==> src/mexp_pkg.sv <==
`timescale 1ns / 1ps
// ============================================================================
// mexp_pkg: shared types, constants and microcode for the modular exponent unit
// Holds the modulus, the Barrett constant, the control word layout and the
// microprogram that the sequencer steps through.
// ============================================================================
package mexp_pkg;

  // Field widths
  localparam int unsigned BaseW = 30;
  localparam int unsigned ExpW  = 63;
  localparam int unsigned ResW  = 30;

  // Prime modulus and its double
  localparam logic [29:0] MODULUS       = 30'd1000000007;
  localparam logic [30:0] TWICE_MODULUS = 31'd2000000014;

  // Barrett reciprocal floor(2^60 / MODULUS), fits in 31 bits
  localparam logic [63:0] BarrettMuWide = (64'd1 << 60) / 64'd1000000007;
  localparam logic [30:0] BARRETT_MU    = BarrettMuWide[30:0];

  // Microprogram addresses
  typedef logic [2:0] step_t;
  localparam step_t STEP_IDLE    = 3'd0;
  localparam step_t STEP_TEST    = 3'd1;
  localparam step_t STEP_MUL     = 3'd2;
  localparam step_t STEP_WAIT    = 3'd3;
  localparam step_t STEP_LOOP    = 3'd4;
  localparam step_t STEP_SPARE_A = 3'd5;
  localparam step_t STEP_SPARE_B = 3'd6;
  localparam step_t STEP_DONE    = 3'd7;

  // Jump conditions
  typedef enum logic [2:0] {
    COND_NONE     = 3'd0,
    COND_ALWAYS   = 3'd1,
    COND_NO_INPUT = 3'd2,
    COND_EXP_ZERO = 3'd3,
    COND_OUT_BUSY = 3'd4
  } cond_t;

  // Write-back destination of a modular product
  typedef enum logic {
    DEST_ACC = 1'b0,
    DEST_SQ  = 1'b1
  } dest_t;

  // One control word; all actions but in_ready apply only when the jump is not taken
  typedef struct packed {
    logic  in_ready;
    logic  load_in;
    logic  issue_sq;
    logic  issue_mul;
    logic  shift_exp;
    logic  load_out;
    cond_t cond;
    step_t target;
  } ucode_t;

  // Effective controls from the sequencer to the datapath
  typedef struct packed {
    logic in_ready;
    logic load_in;
    logic issue_sq;
    logic issue_mul;
    logic shift_exp;
    logic load_out;
  } ctrl_t;

  // Conditions fed back to the sequencer
  typedef struct packed {
    logic in_valid;
    logic exp_zero;
    logic out_busy;
  } status_t;

  // Microprogram ROM
  function automatic ucode_t ucode_rom(input step_t addr);
    ucode_t uc;
    uc = '0;
    unique case (addr)
      STEP_IDLE: begin
        uc.in_ready = 1'b1;
        uc.load_in  = 1'b1;
        uc.cond     = COND_NO_INPUT;
        uc.target   = STEP_IDLE;
      end
      STEP_TEST: begin
        uc.issue_sq = 1'b1;
        uc.cond     = COND_EXP_ZERO;
        uc.target   = STEP_DONE;
      end
      STEP_MUL: begin
        uc.issue_mul = 1'b1;
        uc.shift_exp = 1'b1;
      end
      STEP_WAIT: begin
        uc.cond = COND_NONE;
      end
      STEP_LOOP: begin
        uc.cond   = COND_ALWAYS;
        uc.target = STEP_TEST;
      end
      STEP_SPARE_A, STEP_SPARE_B: begin
        uc.cond   = COND_ALWAYS;
        uc.target = STEP_IDLE;
      end
      STEP_DONE: begin
        // falls through by wrapping to STEP_IDLE
        uc.load_out = 1'b1;
        uc.cond     = COND_OUT_BUSY;
        uc.target   = STEP_DONE;
      end
      default: begin
        uc.cond   = COND_ALWAYS;
        uc.target = STEP_IDLE;
      end
    endcase
    return uc;
  endfunction

endpackage

==> src/modular_exponentiation_unit.sv <==
`timescale 1ns / 1ps
// ============================================================================
// modular_exponentiation_unit: base to the exponent modulo 1000000007
// Right-to-left square and multiply driven by a microcoded sequencer.
// ============================================================================
// Usage:
//   Input channel in_valid/in_ready carries in_base (30 bits) and in_exponent
//   (63 bits); output channel out_valid/out_ready carries out_power.
//   An exponent of zero yields 1; a base at or above the modulus is reduced.
//   Each pass over one exponent bit is paced by the three-stage modular
//   multiplier: the square and the conditional multiply are issued on
//   back-to-back cycles and the next pass waits for the squared value.
//   in_ready rises at the same edge as out_valid, so items are processed one
//   at a time. The output register lets a new item be accepted and computed
//   while the previous result waits; if the receiver still stalls when the
//   next result is ready, the sequencer holds in its final step until the
//   slot frees. Reset (rst_n low, synchronous) returns the sequencer to idle
//   and drops any pending result; no state carries between items.
// ============================================================================
module modular_exponentiation_unit (
  input  logic                        clk,
  input  logic                        rst_n,
  input  logic                        in_valid,
  output logic                        in_ready,
  input  logic [mexp_pkg::BaseW-1:0]  in_base,
  input  logic [mexp_pkg::ExpW-1:0]   in_exponent,
  output logic                        out_valid,
  input  logic                        out_ready,
  output logic [mexp_pkg::ResW-1:0]   out_power
);
  import mexp_pkg::*;

  ctrl_t           ctrl;
  status_t         status;
  logic            exp_zero;
  logic [ResW-1:0] acc_out;
  logic            out_valid_r;
  logic [ResW-1:0] out_power_r;

  // Gather sequencer conditions
  assign status.in_valid = in_valid;
  assign status.exp_zero = exp_zero;
  assign status.out_busy = out_valid_r & ~out_ready;

  mexp_seq u_seq (
    .clk    (clk),
    .rst_n  (rst_n),
    .status (status),
    .ctrl   (ctrl)
  );

  mexp_datapath u_datapath (
    .clk         (clk),
    .ctrl        (ctrl),
    .in_base     (in_base),
    .in_exponent (in_exponent),
    .rst_n       (rst_n),
    .exp_zero    (exp_zero),
    .acc_out     (acc_out)
  );

  // Hold the result beat until taken
  always_ff @(posedge clk) begin
    if (!rst_n) begin
      out_valid_r <= 1'b0;
    end else if (ctrl.load_out) begin
      out_valid_r <= 1'b1;
    end else if (out_ready) begin
      out_valid_r <= 1'b0;
    end
  end

  always_ff @(posedge clk) begin
    if (ctrl.load_out) begin
      out_power_r <= acc_out;
    end
  end

  assign in_ready  = ctrl.in_ready;
  assign out_valid = out_valid_r;
  assign out_power = out_power_r;

  // A new result never overwrites one the receiver has not taken
  a_no_overwrite: assert property (@(posedge clk) disable iff (!rst_n)
    ctrl.load_out |-> !(out_valid_r && !out_ready))
    else $error("result loaded over a stalled beat");

  // An accepted item closes the input until its result is loaded
  a_one_at_a_time: assert property (@(posedge clk) disable iff (!rst_n)
    (in_valid && in_ready) |=> !in_ready)
    else $error("input accepted twice without a result");

  // Results are fully reduced
  a_reduced: assert property (@(posedge clk) disable iff (!rst_n)
    out_valid |-> (out_power < MODULUS))
    else $error("result not below the modulus");

endmodule

==> src/mexp_seq.sv <==
`timescale 1ns / 1ps
// ============================================================================
// mexp_seq: microcode sequencer
// Steps a 3-bit program counter through the control ROM, evaluates the jump
// condition of each word and masks all actions but in_ready on a taken jump.
// ============================================================================
module mexp_seq (
  input  logic              clk,
  input  logic              rst_n,
  input  mexp_pkg::status_t status,
  output mexp_pkg::ctrl_t   ctrl
);
  import mexp_pkg::*;

  step_t  step_r;
  step_t  step_nxt;
  ucode_t uc;
  logic   taken;

  // Fetch the current control word
  assign uc = ucode_rom(step_r);

  // Evaluate the jump condition
  always_comb begin
    unique case (uc.cond)
      COND_NONE:     taken = 1'b0;
      COND_ALWAYS:   taken = 1'b1;
      COND_NO_INPUT: taken = ~status.in_valid;
      COND_EXP_ZERO: taken = status.exp_zero;
      COND_OUT_BUSY: taken = status.out_busy;
      default:       taken = 1'b0;
    endcase
  end

  // Jump or advance; the counter wraps from the last step to idle
  assign step_nxt = taken ? uc.target : step_t'(step_r + 3'd1);

  always_ff @(posedge clk) begin
    if (!rst_n) begin
      step_r <= STEP_IDLE;
    end else begin
      step_r <= step_nxt;
    end
  end

  // Drop actions other than in_ready of a word whose jump is taken
  always_comb begin
    ctrl.in_ready  = uc.in_ready;
    ctrl.load_in   = uc.load_in   & ~taken;
    ctrl.issue_sq  = uc.issue_sq  & ~taken;
    ctrl.issue_mul = uc.issue_mul & ~taken;
    ctrl.shift_exp = uc.shift_exp & ~taken;
    ctrl.load_out  = uc.load_out  & ~taken;
  end

endmodule

==> src/mexp_mulmod.sv <==
`timescale 1ns / 1ps
// ============================================================================
// mexp_mulmod: pipelined modular multiplier
// Three registered stages (product, Barrett quotient estimate, quotient times
// modulus) and a final combinational correction, which drives the write-back
// from the last stage.
// ============================================================================
module mexp_mulmod (
  input  logic                        clk,
  input  logic                        rst_n,
  input  logic                        issue,
  input  mexp_pkg::dest_t             issue_dest,
  input  logic [mexp_pkg::ResW-1:0]   op_a,
  input  logic [mexp_pkg::ResW-1:0]   op_b,
  output logic                        wr_valid,
  output mexp_pkg::dest_t             wr_dest,
  output logic [mexp_pkg::ResW-1:0]   wr_data
);
  import mexp_pkg::*;

  // Stage registers
  logic [59:0] prod_r;
  logic [61:0] est_r;
  logic [31:0] low2_r;
  logic [31:0] low3_r;
  logic [31:0] qp_r;
  logic        v1_r, v2_r, v3_r;
  dest_t       d1_r, d2_r, d3_r;

  logic [59:0] prod_c;
  logic [61:0] est_c;
  logic [60:0] qp_c;
  logic [31:0] rem;
  logic [31:0] fixed;

  // Multipliers, one per stage
  assign prod_c = 60'(op_a) * 60'(op_b);
  assign est_c  = 62'(prod_r[59:29]) * 62'(BARRETT_MU);
  assign qp_c   = 61'(est_r[61:31]) * 61'(MODULUS);

  // Advance payload
  always_ff @(posedge clk) begin
    prod_r <= prod_c;
    est_r  <= est_c;
    low2_r <= prod_r[31:0];
    qp_r   <= qp_c[31:0];
    low3_r <= low2_r;
    d1_r   <= issue_dest;
    d2_r   <= d1_r;
    d3_r   <= d2_r;
  end

  // Advance valid tags
  always_ff @(posedge clk) begin
    if (!rst_n) begin
      v1_r <= 1'b0;
      v2_r <= 1'b0;
      v3_r <= 1'b0;
    end else begin
      v1_r <= issue;
      v2_r <= v1_r;
      v3_r <= v2_r;
    end
  end

  // Remainder estimate lies below three moduli; subtract at most twice
  assign rem = low3_r - qp_r;

  always_comb begin
    priority if (rem >= {1'b0, TWICE_MODULUS}) begin
      fixed = rem - {1'b0, TWICE_MODULUS};
    end else if (rem >= {2'b00, MODULUS}) begin
      fixed = rem - {2'b00, MODULUS};
    end else begin
      fixed = rem;
    end
  end

  assign wr_valid = v3_r;
  assign wr_dest  = d3_r;
  assign wr_data  = fixed[ResW-1:0];

endmodule

==> src/mexp_datapath.sv <==
`timescale 1ns / 1ps
// ============================================================================
// mexp_datapath: exponent, square and accumulator registers
// Loads an item, shifts the exponent one bit per pass and issues squares and
// conditional multiplies to the modular multiplier, which writes them back.
// ============================================================================
module mexp_datapath (
  input  logic                        clk,
  input  mexp_pkg::ctrl_t             ctrl,
  input  logic [mexp_pkg::BaseW-1:0]  in_base,
  input  logic [mexp_pkg::ExpW-1:0]   in_exponent,
  input  logic                        rst_n,
  output logic                        exp_zero,
  output logic [mexp_pkg::ResW-1:0]   acc_out
);
  import mexp_pkg::*;

  logic [ResW-1:0] acc_r, acc_nxt;
  logic [ResW-1:0] sq_r, sq_nxt;
  logic [ExpW-1:0] exp_r, exp_nxt;
  logic [ResW-1:0] base_red;

  logic            issue;
  dest_t           issue_dest;
  logic [ResW-1:0] op_a;
  logic            wr_valid;
  dest_t           wr_dest;
  logic [ResW-1:0] wr_data;

  // A 30-bit base is below twice the modulus: one subtract reduces it
  assign base_red = (in_base >= MODULUS) ? (in_base - MODULUS) : in_base;

  // Issue a square, or a multiply when the current exponent bit is set
  assign issue      = ctrl.issue_sq | (ctrl.issue_mul & exp_r[0]);
  assign issue_dest = ctrl.issue_sq ? DEST_SQ : DEST_ACC;
  assign op_a       = ctrl.issue_sq ? sq_r : acc_r;

  mexp_mulmod u_mulmod (
    .clk        (clk),
    .rst_n      (rst_n),
    .issue      (issue),
    .issue_dest (issue_dest),
    .op_a       (op_a),
    .op_b       (sq_r),
    .wr_valid   (wr_valid),
    .wr_dest    (wr_dest),
    .wr_data    (wr_data)
  );

  // Load, shift and write back
  always_comb begin
    acc_nxt = acc_r;
    sq_nxt  = sq_r;
    exp_nxt = exp_r;
    if (ctrl.load_in) begin
      acc_nxt = ResW'(1);
      sq_nxt  = base_red;
      exp_nxt = in_exponent;
    end
    if (ctrl.shift_exp) begin
      exp_nxt = exp_r >> 1;
    end
    if (wr_valid) begin
      unique case (wr_dest)
        DEST_ACC: acc_nxt = wr_data;
        DEST_SQ:  sq_nxt  = wr_data;
        default:  acc_nxt = acc_r;
      endcase
    end
  end

  always_ff @(posedge clk) begin
    acc_r <= acc_nxt;
    sq_r  <= sq_nxt;
    exp_r <= exp_nxt;
  end

  assign exp_zero = (exp_r == '0);
  assign acc_out  = acc_r;

endmodule
==> config.mk <==
export PLATFORM = sky130hd
export DESIGN_NAME = modular_exponentiation_unit
export DESIGN_NICKNAME = d
export VERILOG_FILES = /design/src/mexp_pkg.sv /design/src/modular_exponentiation_unit.sv /design/src/mexp_seq.sv /design/src/mexp_mulmod.sv /design/src/mexp_datapath.sv
export SDC_FILE = /design/constraint.sdc
export NUM_CORES = 2
export LEC_CHECK = 0
export BUFFER_PORTS_ARGS = -buffer_cell sky130_fd_sc_hd__buf_2
export CORE_MARGIN = 1.5
export CORE_UTILIZATION = 49
export CTS_BUF_LIST = sky130_fd_sc_hd__clkbuf_16
export DETAILED_ROUTE_END_ITERATION = 7
export GPL_TIMING_DRIVEN = 1
export HOLD_SLACK_MARGIN = 0.12
export PLACE_DENSITY_LB_ADDON = 0.15
export SLEW_MARGIN = 25
export SYNTH_ARGS = -nofsm -noshare
export SYNTH_HDL_FRONTEND = slang
export SYNTH_HIERARCHICAL = 1
export SYNTH_SLANG_ARGS = --single-unit
==> constraint.sdc <==
create_clock -name clk -period 11.2 [get_ports clk]
set_input_delay 1.68 -clock clk [delete_from_list [all_inputs] [get_ports clk]]
set_output_delay 1.68 -clock clk [all_outputs]
set_load 0.01 [all_outputs]
==> results.yml <==
finish:
  area_growth_pct: 6.864
  drive_above_1_share: 0.07665
  fin_nets: 8785
  fill_cells: 12100
  fin_cells: 8451
  design_area_um2: 69020
placement:
  dp.final_hpwl_mm: 145.7
  dp_slack_ns: 0.07125
  place_area_um2: 67600
  dp.cells: 8374
  gp_congestion: 0.9473
  io_buffers: 128
routing:
  drt_wl_total_mm: 176.8
  dr.pass1.iters: 6
  ant_nets: 0
  drt_iter0_drc: 2926
  drcViolationCount: 0
  viasPerCell: 5.352
  routedWlPerCell_um: 20.92
  vias: 45230
run:
  drv_cap: 0
die:
  die_w_um: 366.1
  rows: 133
  die_area_um2: 134000
  core-area_um2: 131100
  die_h_um: 366.1
  io_pins: 129
  start_util: 0.4925
timing:
  fin_crit_sh: 0.9499
  drv_slew: 0
  clock_skew_ns: 0.02797
  fmax_mhz: 94.00
  rsz0062_at_grt: "no"
  setup_tns_ns: 0
  setup_ws_ns: 0.5615
  finalCriticalPeriod_ns: 10.64
  maxSlewHeadroom: 0.3265
  finalHoldViolations: 0
  finalSetupViolations: 0
  worstMarginPinSlew_ns: 1.009
critical_path:
  max_stage_delay_ns: 0.56
  cpMaxStageDelayCell: "fa_1"
  cp_common_cell: "fa_1"
  cp_max_fo: 21
  arrival_ns: 11.16
  crit_type: "in -> reg"
  end_kind: "flip-flop"
  crit_required_ns: 11.72
  cp-start-kind: "input pin"
synthesis:
  ys_warn_count: 6
  avgSynthCellArea_um2: 9.780
  ys.flop_type: "dfxtp_1"
  mappedNetlistArea_um2: 64590
  synth_cells: 6604
  synthArstFlopShare: 0
  yosysSeqAreaShare: 0.1227
  synthTopCellsByArea: "fa_1, ha_1, inv_1"
  synth.distinct_cells: 107
  yosysTopAreaCell: "fa_1"
  yosys_register_bits: 350
  synth_top_area_frac: 0.3794
  synth_nets: 8727
  synth_edf_count: 92
global_route:
  grt_pass1_vias: 48690
  grt_pass1_wl_mm: 280.7
  grt_max_degree: 72
  gr-usage-all-layers: 0.2707
  gr-total-overflow: 0
  antenna_found_initial: 12
clock_tree:
  ctsResizeCount: 0
  cts.path.max_buffers: 3
  post-cts-setup-buffers: 0
  hold_buffers: 0
  cts_tree: "yes"
  cts.reportedPaths.clkPinSlew_ns: 0.06
  cts_num_sinks: 350
  htree_num_levels: 2
  clock_latency_ns: 0.60
  cts_root_buffer: "clkbuf_16"
  cts_inserted_buffers: 41
min_path:
  holdCritPathClass: "reg -> reg"
outcome:
  status: "completed"
-- cells in the final DEF (no fill, tap or decap), types with 128 or more instances in the layout --
| cell type | n |
|---|---|
| inv_1 | 1500 |
| fa_1 | 1224 |
| ha_1 | 802 |
| and2_1 | 546 |
| nand2_1 | 522 |
| dfxtp_1 | 257 |
| a21oi_1 | 162 |
| xnor2_1 | 157 |
| buf_4 | 141 |
| buf_2 | 128 |
-- Yosys cell counts, drive strengths merged, types with 31 or more instances --
cell       n
nor3      33
xnor2    157
inv     1497
dfxtp    258
nor3b     32
nand2b    31
xor2      52
buf       38
ha       802
nor2     117
a21oi    165
edfxtp    92
nand3b    40
nand3     54
nor2b     32
and2     548
nand2    522
fa      1224
o21ai    115
a21o      84
mux2      94
clkbuf   222
-- per-stage QoR --
stage / util / hold slack [ns]
floorplan: - / 0.3096
global placement: 0.5155 / 0.3107
global route: 0.5263 / 0.3309
finish: 0.5263 / 0.3227
CTS: 0.5262 / 0.3225
detailed placement: 0.5155 / 0.3121
-- worst max-delay path: cells and delay by family --
family | cells | cell delay [ns]
buffers and inverters | 9 | 1.10
multiplexers | 1 | 0.34
XOR/XNOR | 1 | 0.13
adder cells (fa/ha/maj) | 9 | 4.31
AO/OA/AOI/OAI | 11 | 2.50
AND/OR/NAND/NOR | 5 | 1.02
-- final timing paths --
kind	end	slack, ns	from	cells past startpoint
setup / recovery	u_datapath/u_mulmod/prod_r[59]$_DFF_P_	0.56	in_valid	36
hold / removal	u_datapath/u_mulmod/low3_r[7]$_DFF_P_	0.32	u_datapath/u_mulmod/low2_r[7]$_DFF_P_	0
setup reg to reg	u_datapath/u_mulmod/prod_r[59]$_DFF_P_	0.59	u_datapath/exp_r[0]$_DFFE_PP_	38
hold reg to reg	u_datapath/u_mulmod/low3_r[7]$_DFF_P_	0.32	u_datapath/u_mulmod/low2_r[7]$_DFF_P_	0
-- layout make-up --
class                   instances  area, µm²  area share
clock buffers                  43       1076     0.01559
diodes                          3      7.507   0.0001088
flip-flops and latches        350       7929      0.1149
well taps                    1755       2196     0.03182
clock inverters                31      326.6    0.004732
repair buffers                275       1819     0.02636
inverters                    1497       5619     0.08141
multi-input cells            4497      50050      0.7251
-- per-layer routing --
metal | track usage | wire [µm] | vias up
li1 | - | - | 20550
met1 | 0.3615 | 76160 | 23300
met2 | 0.4595 | 86080 | 1094
met3 | 0.02682 | 7424 | 288
met5 | 0 | 20 | -
met4 | 0.09384 | 7135 | 2
-- cell families (layout without fill, tap and decap cells) --
group	count (synthesis)	in the layout	share of synthesized area
and+or+nand+nor	1537	1537	0.1256
xor gates and xnor gates	209	209	0.02875
adders and majority gates	2026	2026	0.5348
muxes	105	105	0.01821
buffers and inverters	1757	1846	0.1030
AOI/OAI and AO/OA	620	620	0.06699
DFF	350	350	0.1227
other	0	3	0
-- state kept, by name (all words and copies together), names as in the netlist, 3 cells and up --
| register | count |
|---|---|
| u_datapath/u_mulmod/prod_r | 60 |
| u_datapath/u_mulmod/low2_r | 32 |
| u_datapath/u_mulmod/est_r | 31 |
| u_datapath/u_mulmod/low3_r | 32 |
| u_datapath/u_mulmod/qp_r | 32 |
| u_datapath/exp_r | 63 |
| u_datapath/sq_r | 30 |
| u_seq/step_r | 3 |
| u_datapath/acc_out | 30 |
| out_power | 30 |
Power is left out: the tool's default activity adds up to more than one toggle a clock period on the data nets, which glitch-free logic cannot reach.
